**src/hw/rtl/ial_pkg.sv**
```systemverilog
// ial_pkg: shared types and constants for the indexed array list.
// Holds field widths, operation and status codes, and the check result struct.
// Used by indexed_array_list, ial_opcheck and ial_check.
`default_nettype none

package ial_pkg;

	localparam int DATA_W    = 32;
	localparam int CNT_W     = 7;
	localparam int OP_W      = 2;
	localparam int ST_W      = 2;
	localparam int IAL_DEPTH = 64;
	localparam int CNT_MAX   = (2 ** CNT_W) - 1;

	localparam logic [CNT_W-1:0] CAP_RESET = CNT_W'(64);

	typedef enum logic [OP_W-1:0] {
		OP_INSERT = 2'd0,
		OP_REMOVE = 2'd1,
		OP_READ   = 2'd2,
		OP_NOP    = 2'd3
	} op_t;

	typedef enum logic [ST_W-1:0] {
		ST_OK    = 2'd0,
		ST_FULL  = 2'd1,
		ST_RANGE = 2'd2,
		ST_EMPTY = 2'd3
	} status_t;

	// Outcome of the admission check on one operation
	typedef struct packed {
		status_t status;
		logic    go;
	} check_t;

endpackage

`default_nettype wire

```
**src/hw/rtl/ial_opcheck.sv**
```systemverilog
// ial_opcheck: admission check for one list operation.
// Decides full, empty and index-out-of-range against the current count and capacity.
// Depends on ial_pkg.
`default_nettype none

module ial_opcheck import ial_pkg::*; #(
	parameter int DEPTH = IAL_DEPTH
) (
	input  op_t              operation,
	input  logic [CNT_W-1:0] position,
	input  logic [CNT_W-1:0] entry_count,
	input  logic [CNT_W-1:0] capacity,
	output check_t           check
);

	localparam int LIMIT = (DEPTH < CNT_MAX) ? DEPTH : CNT_MAX;
	localparam logic [CNT_W-1:0] LIMIT_C = CNT_W'(LIMIT);

	logic full;
	logic empty;

	// Effective capacity is the smaller of the register and the store depth
	assign full  = (entry_count >= capacity) || (entry_count >= LIMIT_C);
	assign empty = (entry_count == '0);

	// Full wins over range on insert; empty wins over range on remove and read
	always_comb begin
		check.status = ST_OK;
		check.go     = 1'b0;
		unique case (operation) inside
			OP_INSERT: begin
				if (full) begin
					check.status = ST_FULL;
				end else if (position > entry_count) begin
					check.status = ST_RANGE;
				end else begin
					check.go = 1'b1;
				end
			end
			OP_REMOVE, OP_READ: begin
				if (empty) begin
					check.status = ST_EMPTY;
				end else if (position >= entry_count) begin
					check.status = ST_RANGE;
				end else begin
					check.go = 1'b1;
				end
			end
			OP_NOP: begin
				check.go = 1'b0;
			end
			default: begin
				check.go = 1'b0;
			end
		endcase
	end

endmodule

`default_nettype wire

```
**src/hw/rtl/indexed_array_list.sv**
```systemverilog
// indexed_array_list: ordered list of signed 32-bit words in a single-port-pair store.
// Depends on ial_pkg and ial_opcheck.
//
// Usage:
//   Input channel (in_valid/in_stall) carries one operation per beat: insert,
//   remove or read at a list position. Output channel (out_valid/out_stall)
//   returns one beat per operation: status, data word and the count after it.
//   capacity_we/capacity_wdata set the capacity register; write it only idle.
// Sequencing: insert shifts the entries from the position up, then writes the value;
//   remove and read fetch the entry, and remove then shifts the later entries down;
//   a failed or no-op operation goes straight to FIN, which loads the result.
//   One operation is in flight at a time; in_stall is high from the accept edge
//   until the result is loaded, so the next beat is taken in the cycle after that.
//   Each shifted entry takes a read state and a write state on the one
//   memory port pair, walked by the pointer adders under the sequencer.
// Reset clears the count, sets capacity to 64 and drops out_valid; the store
//   itself is not cleared. A stalled result holds in the output register; the
//   next operation runs meanwhile and waits at its end until that beat leaves.
`default_nettype none

module indexed_array_list import ial_pkg::*; #(
	parameter int DEPTH = IAL_DEPTH
) (
	input  logic                     clk,
	input  logic                     arst_n,
	input  logic                     capacity_we,
	input  logic [CNT_W-1:0]         capacity_wdata,
	input  logic                     in_valid,
	output logic                     in_stall,
	input  logic [OP_W-1:0]          operation,
	input  logic [CNT_W-1:0]         position,
	input  logic signed [DATA_W-1:0] value,
	output logic                     out_valid,
	input  logic                     out_stall,
	output logic [ST_W-1:0]          status,
	output logic signed [DATA_W-1:0] data_out,
	output logic [CNT_W-1:0]         count
);

	localparam int AW = (DEPTH > 1) ? $clog2(DEPTH) : 1;

	typedef enum logic [2:0] {
		IDLE,
		INS_RD,
		INS_WR,
		INS_PUT,
		FETCH,
		RM_RD,
		RM_WR,
		FIN
	} state_t;

	state_t              state_q;
	logic [CNT_W-1:0]    cnt_q;
	logic [CNT_W-1:0]    cap_q;
	logic [CNT_W-1:0]    ptr_q;
	op_t                 op_q;
	logic [CNT_W-1:0]    pos_q;
	logic [DATA_W-1:0]   val_q;
	logic [DATA_W-1:0]   data_q;
	status_t             res_status_q;
	logic                out_valid_q;
	status_t             out_status_q;
	logic [DATA_W-1:0]   out_data_q;
	logic [CNT_W-1:0]    out_count_q;

	logic [DATA_W-1:0]   mem_q [DEPTH];
	logic [DATA_W-1:0]   rd_q;

	logic [CNT_W-1:0]    ptr_dn;
	logic [CNT_W-1:0]    ptr_up;
	logic [CNT_W-1:0]    ptr_up2;
	logic [AW-1:0]       raddr;
	logic [AW-1:0]       waddr;
	logic [DATA_W-1:0]   wdata;
	logic                mem_we;
	op_t                 op_in;
	check_t              chk;

	assign op_in = op_t'(operation);

	// Admission check on the incoming beat
	ial_opcheck #(
		.DEPTH(DEPTH)
	) u_opcheck (
		.operation  (op_in),
		.position   (position),
		.entry_count(cnt_q),
		.capacity   (cap_q),
		.check      (chk)
	);

	// Pointer adders for both shift directions
	assign ptr_dn  = ptr_q - CNT_W'(1);
	assign ptr_up  = ptr_q + CNT_W'(1);
	assign ptr_up2 = ptr_q + CNT_W'(2);

	// Steer the memory port pair from the sequencer state
	always_comb begin
		raddr  = AW'(ptr_q);
		waddr  = AW'(ptr_q);
		wdata  = rd_q;
		mem_we = 1'b0;
		unique case (state_q)
			IDLE:    raddr = AW'(position);
			INS_RD:  raddr = AW'(ptr_dn);
			RM_RD:   raddr = AW'(ptr_up);
			INS_WR:  mem_we = 1'b1;
			RM_WR:   mem_we = 1'b1;
			INS_PUT: begin
				mem_we = 1'b1;
				waddr  = AW'(pos_q);
				wdata  = val_q;
			end
			default: mem_we = 1'b0;
		endcase
	end

	// Store: one write and one registered read per cycle
	always_ff @(posedge clk) begin
		if (mem_we) begin
			mem_q[waddr] <= wdata;
		end
		rd_q <= mem_q[raddr];
	end

	// Sequencer: admit, shift one entry per read and write state pair, then hand off the result
	always_ff @(posedge clk or negedge arst_n) begin
		if (!arst_n) begin
			state_q      <= IDLE;
			cnt_q        <= '0;
			cap_q        <= CAP_RESET;
			ptr_q        <= '0;
			op_q         <= OP_NOP;
			pos_q        <= '0;
			val_q        <= '0;
			data_q       <= '0;
			res_status_q <= ST_OK;
			out_valid_q  <= 1'b0;
			out_status_q <= ST_OK;
			out_data_q   <= '0;
			out_count_q  <= '0;
		end else begin
			if (capacity_we) begin
				cap_q <= capacity_wdata;
			end
			// Drop the result once the receiver takes it; in FIN a new one loads instead
			if (out_valid_q && !out_stall && (state_q != FIN)) begin
				out_valid_q <= 1'b0;
			end
			unique case (state_q)
				IDLE: begin
					if (in_valid) begin
						op_q         <= op_in;
						pos_q        <= position;
						val_q        <= value;
						res_status_q <= chk.status;
						data_q       <= '0;
						if (!chk.go) begin
							state_q <= FIN;
						end else begin
							unique case (op_in) inside
								OP_INSERT: begin
									ptr_q   <= cnt_q;
									state_q <= (position == cnt_q) ? INS_PUT : INS_RD;
								end
								OP_REMOVE, OP_READ: begin
									ptr_q   <= position;
									state_q <= FETCH;
								end
								default:            state_q <= FIN;
							endcase
						end
					end
				end
				INS_RD: begin
					state_q <= INS_WR;
				end
				INS_WR: begin
					ptr_q   <= ptr_dn;
					state_q <= (ptr_dn == pos_q) ? INS_PUT : INS_RD;
				end
				INS_PUT: begin
					data_q  <= val_q;
					cnt_q   <= cnt_q + CNT_W'(1);
					state_q <= FIN;
				end
				FETCH: begin
					data_q <= rd_q;
					if (op_q == OP_READ) begin
						state_q <= FIN;
					end else if (ptr_up == cnt_q) begin
						cnt_q   <= cnt_q - CNT_W'(1);
						state_q <= FIN;
					end else begin
						state_q <= RM_RD;
					end
				end
				RM_RD: begin
					state_q <= RM_WR;
				end
				RM_WR: begin
					ptr_q <= ptr_up;
					if (ptr_up2 == cnt_q) begin
						cnt_q   <= cnt_q - CNT_W'(1);
						state_q <= FIN;
					end else begin
						state_q <= RM_RD;
					end
				end
				FIN: begin
					// Hold until the output register is free
					if (!out_valid_q || !out_stall) begin
						out_valid_q  <= 1'b1;
						out_status_q <= res_status_q;
						out_data_q   <= data_q;
						out_count_q  <= cnt_q;
						state_q      <= IDLE;
					end
				end
				default: begin
					state_q <= IDLE;
				end
			endcase
		end
	end

	assign in_stall  = (state_q != IDLE);
	assign out_valid = out_valid_q;
	assign status    = out_status_q;
	assign data_out  = out_data_q;
	assign count     = out_count_q;

endmodule

`default_nettype wire

```
**config.mk**
```make
export PLATFORM = sky130hd
export DESIGN_NAME = indexed_array_list
export DESIGN_NICKNAME = d
export VERILOG_FILES = /design/src/hw/rtl/ial_pkg.sv /design/src/hw/rtl/ial_opcheck.sv /design/src/hw/rtl/indexed_array_list.sv
export SDC_FILE = /design/constraint.sdc
export NUM_CORES = 2
export LEC_CHECK = 0
export BUFFER_PORTS_ARGS = -buffer_cell sky130_fd_sc_hd__buf_4
export CAP_MARGIN = 20
export CORE_MARGIN = 2
export CORE_UTILIZATION = 35
export DETAILED_ROUTE_END_ITERATION = 8
export MAX_ROUTING_LAYER = met4
export PLACE_DENSITY = 0.52
export SETUP_SLACK_MARGIN = 0.05
export SYNTH_ARGS = -nofsm -noshare
export SYNTH_HDL_FRONTEND = slang
export SYNTH_SLANG_ARGS = --single-unit
```
**constraint.sdc**
```tcl
create_clock -name clk -period 9.2 [get_ports clk]
set_input_delay 0.92 -clock clk [delete_from_list [all_inputs] [get_ports clk]]
set_output_delay 0.92 -clock clk [all_outputs]
set_load 0.02 [all_outputs]
```
## After elaboration in Yosys (flattened, before gate mapping)

Memory sizes are Yosys's and may differ from the RTL's. A register that Yosys moved wholly into a read port is not among the register bits.
Cells that the tools add are included.

| storage, ports and cells | value |
|---|---|
| memory bits (writable) | 2,048 |
| bits in registers | 141 |
| input bits | 53 |
| memories kept | 1 |

Memory list:

| name | depth | width | read ports | clocked after Yosys merged registers in | write ports | RTL line | RTL |
|---|---|---|---|---|---|---|---|
| mem_q | 64 | 32 | 1 | 1 | 1 | indexed_array_list.sv:67 | `logic [DATA_W-1:0] mem_q [DEPTH];` |

| operators by class | value |
|---|---|
| add/subtract/negate cells | 5 |
| muxes and demuxes | 39 |
| equality and inequality tests | 22 |
| reductions and logical operators | 21 |
| magnitude comparators | 4 |

Operators by type and width:

| operator | count |
|---|---|
| 32-bit case mux with 3 select lines | 1 |
| 32-bit 2-to-1 mux | 2 |
| 7-bit case mux with 3 select lines | 2 |
| 7-bit 2-to-1 mux | 5 |
| 7-bit == test | 4 |
| 3-bit case mux with 8 select lines | 1 |
| 2-bit 2-to-1 mux | 9 |
| 6-bit case mux with 3 select lines | 1 |
| 7-bit by 1-bit adder with 7-bit output, second input constant | 2 |
| 7-bit >= comparator | 2 |
| 7-bit case mux with 2 select lines | 1 |
| 7-bit by 1-bit subtractor with 7-bit output, second input constant | 2 |
| 3-bit == test, second input constant | 4 |
| 2-bit != test, second input constant | 6 |
| 3-bit nonzero test | 4 |
| 1-bit 2-to-1 mux | 10 |
| 3-bit 2-to-1 mux | 3 |
| 2-bit AND reduction | 4 |
| 4-bit AND reduction | 2 |
| 7-bit by 2-bit adder with 7-bit output, second input constant | 1 |
| 7-bit >= comparator, second input constant | 1 |
| 7-bit > comparator | 1 |
| 7-bit zero test | 1 |
| 3-bit by 2-bit == test with 1-bit output, second input constant | 2 |
| other kinds (16) | 20 |

## Depth between registers and ports, before layout

| depth | value |
|---|---|
| depth after elaboration | 7 |
| gate-level depth with buffers | 12 |

## Cells and area by module

A second synthesis with hierarchy kept.

| second synthesis, totals | value |
|---|---|
| cells, all modules | 5,609 |
| area, all modules | 88,428.6 um2 |

By module, submodules not included:

| module | area an instance (um2) | cells an instance | seq. area each (um2) | instances |
|---|---|---|---|---|
| indexed_array_list | 87,946.8 | 5,539 | 65,671.7 | 1 |
| ial_opcheck | 481.7 | 70 | 0.0 | 1 |

## Worst setup path before layout

No wires, ideal clock.

| timing path | value |
|---|---|
| path kind | reg2reg |
| start point | register state_q[1] |
| end point | memory mem_q[53][0], enable pin |
| slack | 5.590 ns |
| data arrival time | 3.188 ns |
| data required time | 8.779 ns |
| cell stages (with the launch flop) | 10 |
| path through | dfrtp_1 > buf_4 > buf_2 > nand2_1 > nor2_1 > buf_2 > nand3b_1 > o31ai_1 > nand2_1 > nor2_1 |

| on the way | value |
|---|---|
| longest elaborated chain between the ends | 5 |
| elaborated cells on any way between the ends | 8 |
| those cells by class | eq/ne: 3; mux: 4; reduce/logical: 1 |

Ends and longest elaborated chain:

| item | RTL line | RTL |
|---|---|---|
| start: declaration | indexed_array_list.sv:53 | `state_t state_q;` |
| start signal: assignment | indexed_array_list.sv:165 | `state_q <= (position == cnt_q) ? INS_PUT : INS_RD;` |
| start signal: assignment | indexed_array_list.sv:181 | `state_q <= (ptr_dn == pos_q) ? INS_PUT : INS_RD;` |
| 3-bit == test / 3-bit by 2-bit == test with 1-bit output (equally long branches) | indexed_array_list.sv:104 | `unique case (state_q)` |
| 3-bit OR reduction (no line) | n/a |  |
| 1-bit 2-to-1 mux | indexed_array_list.sv:104 |  |
| 1-bit 2-to-1 mux | indexed_array_list.sv:121 | `if (mem_we) begin` |
| 1-bit 2-to-1 mux (implied by the code) | indexed_array_list.sv:122 | `mem_q[waddr] <= wdata;` |
| end: declaration | indexed_array_list.sv:67 |  |

Several ways; a longest one is shown, not always the timed one.

## Final worst setup path

| timing path | value |
|---|---|
| start point | register state_q[1] |
| end point | register rd_q[1] (read register of mem_q) |

| on the way | value |
|---|---|
| longest elaborated chain between the ends | 2 |
| elaborated cells on any way between the ends | 4 |
| those cells by class | eq/ne: 2; mux: 1; reduce/logical: 1 |

Ends and longest elaborated chain:

| item | RTL line | RTL |
|---|---|---|
| 3-bit == test, or another cell as far along | indexed_array_list.sv:104 |  |
| 6-bit case mux with 3 select lines * | indexed_array_list.sv:104 |  |
| end: declaration | indexed_array_list.sv:68 | `logic [DATA_W-1:0] rd_q;` |

Mark *: on every way between the ends. The rest lies on a longest branch, timed or not.
A chain may end at the register's enable or synchronous reset.

==> results.md <==
* Mapped Area at 0.0866 mm2
* Drt via density at 5.45
* Iter 0 DRT Violations at 4979
* Pwr/cell area at 356 mW/mm2
* TritonRoute pass-1 iters at 9
* Slew Limit Fails at 0
* Crit-path max cell delay at 0.98 ns
* Sink Count at 2221
* Tot Pwr at 35300 uW
* Die width at 501 um
* Worst setup startpoint: state_q[1]
* Hold Vio Cnt, Final at 0
* Core area at 0.246 mm2
* Setup TNS at 0 ns
* Main combinational cell family by area after synthesis: multiplexers
* Psw at 12700 uW
* Met2 usage at 0.283
* Endpoints failing setup at 0
* Placement row count at 182
* Critical path's slowest cell: dfrtp_1
* Post-CTS Hold Buffers at 0
* End-of-flow core utilization at 0.403
* Fin crit period at 5.19 ns
* Required time of the critical path at 9.96 ns
* Seq/Total Area, Yosys at 0.758
* Worst R2R Start: state_q[1]
* Seq pwr share at 0.393
* Post-CTS sizing at 0
* Clock Latency Late Sink at 0.89 ns
* Root buf cell: clkbuf_16
* DRC violations left at 1
* CTS tree: done
* Synth Warn # at 0
* GPL Wtd Cong at 0.835
* Antenna Nets Post-Route at 0
* Comb pwr share at 0.350
* GR Overflow Total at 0
* Cell variety after synth at 79
* Non-Filler Instances at 7874
* Final period utilization at 0.564
* Failing checks: DRC
* XOR/XNOR Fraction of Synth Area at 0.00344
* Type of origin of the critical path: flop
* Critical setup path kind: flop to flop
* Pint at 22600 uW
* PortBufs at 95
* Critical Path AT at 5.95 ns
* CP most frequent cell: buf_4
* Synthesized net count at 4311
* Hold Crit Class: input port to async pin
* Die Y at 501 um
* Die area at 0.251 mm2
* Num CTS Buffers at 222
* Footprint of the multi-input gates at 0.0199 mm2
* Nets at 4531
* Synthesis-to-layout area growth at 14.5%
* Worst-path clk slew at 0.06 ns
* Mean Syn Cell Area at 20.5 um2
* Avg WL per Cell at 29.4 um
* Vias in the first global route at 42774
* Fmax achieved at 0.193 GHz
* Post-synth ARST share at 0.0635
* Max-slew headroom at 0.249
* Worst-path fanout max at 34
* Ports at 96
* Layout cell share with drive strength beyond 1 at 0.267
* Switching share of power at 0.359
* Filler instances at 21797
* First-pass GRT wire length at 330000 um
* Post-synthesis compound-gate area fraction at 0.0287
* Max_cap viols at 0
* Leakage at 0.0316 uW
* Total setup buffers inserted after CTS at 0
* Initial Util at 0.352
* Pin count of the biggest net entering global routing at 111
* Clk network pwr share at 0.257
* Global Route Usage Sum at 0.189
* CP Capture Type: flop
* Worst-margin pin slew at 1.13 ns
* Cell chain of the critical path: nand2b_1 -> o21ai_1 -> a221oi_4 -> buf_4 -> buf_4 -> mux4_2 -> a22oi_1 -> nand3_1 -> and4_1
* Clock buffer depth at 3
* Multiplexer share of the synthesized area at 0.150
* H-Tree Depth at 4
* Initial antenna violation count at 15
* DRT Wirelength at 232000 um
* RSZ-0062 raised after global routing: false
* EDFF count, synth at 2048
* M1 GR Usage at 0.277
* Clk_skew at 0.0722 ns
* Register area at 0.0657 mm2
* DP Cell Count at 7441
* Adder-Cell Fraction of Synth Area at 0.00413
* Simple-gate share of the synthesized area at 0.0350
* Synth Register Bits at 2221
* Grt met3 use at 0.0268
* Grt peak-use layer: met2
* Detailed-route via count at 42894
* Dpl hpwl at 138000 um
* Synth Instances at 4230
* Outcome: finished, violations left
* Maximum VDD drop at 247 uV
* Synth Flop Type: edfxtp_1
[worst max-delay path: cells and delay by family (launching register included)]
kind,cells,cell delay [ns]
AO/OA/AOI/OAI,3,1.20
AND/OR/NAND/NOR,3,1.00
multiplexers,1,0.59
buffers and inverters,2,1.24
flip-flops,1,0.98
[registers in the layout, indices dropped and copies added (netlist names), 3 cells and up]
| name | cells |
|---|---|
| state_q | 3 |
| cnt_q | 7 |
| rd_q | 32 |
| data_out | 32 |
| cap_q | 7 |
| mem_q | 2048 |
| data_q | 32 |
| count | 7 |
| ptr_q | 7 |
| pos_q | 7 |
| val_q | 32 |
[Yosys cell counts, drive strengths merged (3+ instances only)]
| cell type | n | area [um2] |
|---|---|---|
| nor3b | 7 | 72.6 |
| a221o | 3 | 31.3 |
| o21ai | 38 | 194 |
| xor2 | 9 | 78.8 |
| buf | 161 | 1270 |
| dfrtp | 138 | 3450 |
| xnor2 | 25 | 219 |
| nor2 | 91 | 349 |
| nor3 | 13 | 80.1 |
| a21o | 9 | 67.6 |
| nand4 | 6 | 37.5 |
| edfxtp | 2048 | 61500 |
| nor2b | 5 | 31.3 |
| a31oi | 3 | 18.8 |
| nand3 | 43 | 220 |
| ha | 27 | 338 |
| a222oi | 32 | 320 |
| dfxtp | 32 | 641 |
| a21oi | 23 | 126 |
| nand2 | 463 | 1740 |
| a22oi | 71 | 538 |
| and4 | 33 | 289 |
| mux4 | 512 | 11500 |
| a32oi | 96 | 841 |
| o22ai | 3 | 18.8 |
| o31ai | 7 | 52.6 |
| o211ai | 5 | 42.5 |
| nand2b | 10 | 62.6 |
| clkbuf | 69 | 259 |
| and2 | 3 | 18.8 |
| mux2 | 37 | 417 |
| nor4 | 5 | 43.8 |
| a21boi | 3 | 26.3 |
| dfstp | 3 | 78.8 |
| inv | 60 | 225 |
| mux2i | 105 | 1050 |
| nand3b | 3 | 22.5 |
[metrics by stage]
step           hold slack (ns)  setup WS, ns  cell area [um2]
3_5_place_dp             0.476          4.01            91700
5_1_grt                 0.0644          3.77            99200
2_1_floorplan            0.439          5.59            86600
6_report                0.0584          4.01            99200
4_1_cts                 0.0244          4.02            99100
3_3_place_gp             0.473          4.00            91600
[final timing paths]
check                       endpoint  slack, ns  depth (start not counted)
min reg2reg                 count[6]       0.48                          2
max reg2reg                  rd_q[1]       4.01                          9
max                          rd_q[1]       4.01                          9
min in group clk            val_q[1]       0.24                          3
min                         count[4]       0.06                          1
max in group asynchronous  data_q[7]       7.70                          2
[per-layer routing]
metal	vias up	wire (um)
met3	238	13400
met4	0	3190
met1	23453	108000
met5	-	0
met2	1336	108000
li1	17867	-
[final cells by class]
class	count	share of cell area
Timing Repair Buffer	226	0.0199
Clock buffer	287	0.0605
Inverter	60	0.00227
Multi-Input combinational cell	1719	0.201
Antenna cell	8	0.000202
Tap cell	3220	0.0406
Sequential cell	2221	0.662
Clock inverter	133	0.0133
[cell usage in the layout, fill, tap and decap left out, types with 20 or more instances in the layout]
master,count
a21oi_1,20
a222oi_1,32
a22oi_1,70
a32oi_1,96
and4_1,33
buf_12,20
buf_4,203
clkbuf_1,46
clkbuf_16,223
clkinv_1,43
clkinv_2,48
dfrtp_1,138
dfxtp_1,32
edfxtp_1,2048
ha_1,27
inv_1,60
mux2_2,37
mux2i_1,105
mux4_2,512
nand2_1,430
nand3_1,40
nor2_1,25
nor2_4,66
o21ai_0,35
xnor2_1,25
[power groups by stage]
stage	combinational (uW)	clock (uW)	sequential (uW)
floorplan	7740	0	13900
global placement	12400	0	14100
detailed placement	12500	0	14100
CTS	12500	9230	13900
global route	13100	9630	13900
finish	12300	9050	13900
[logic make-up after synthesis]
group / count (synthesis)
buffers and inverters: 290
DFF: 2221
AOI/OAI and AO/OA: 313
adders and majority gates: 28
muxes: 654
xor gates and xnor gates: 34
and+or+nand+nor: 690
Power figures use the tool's default switching activity.
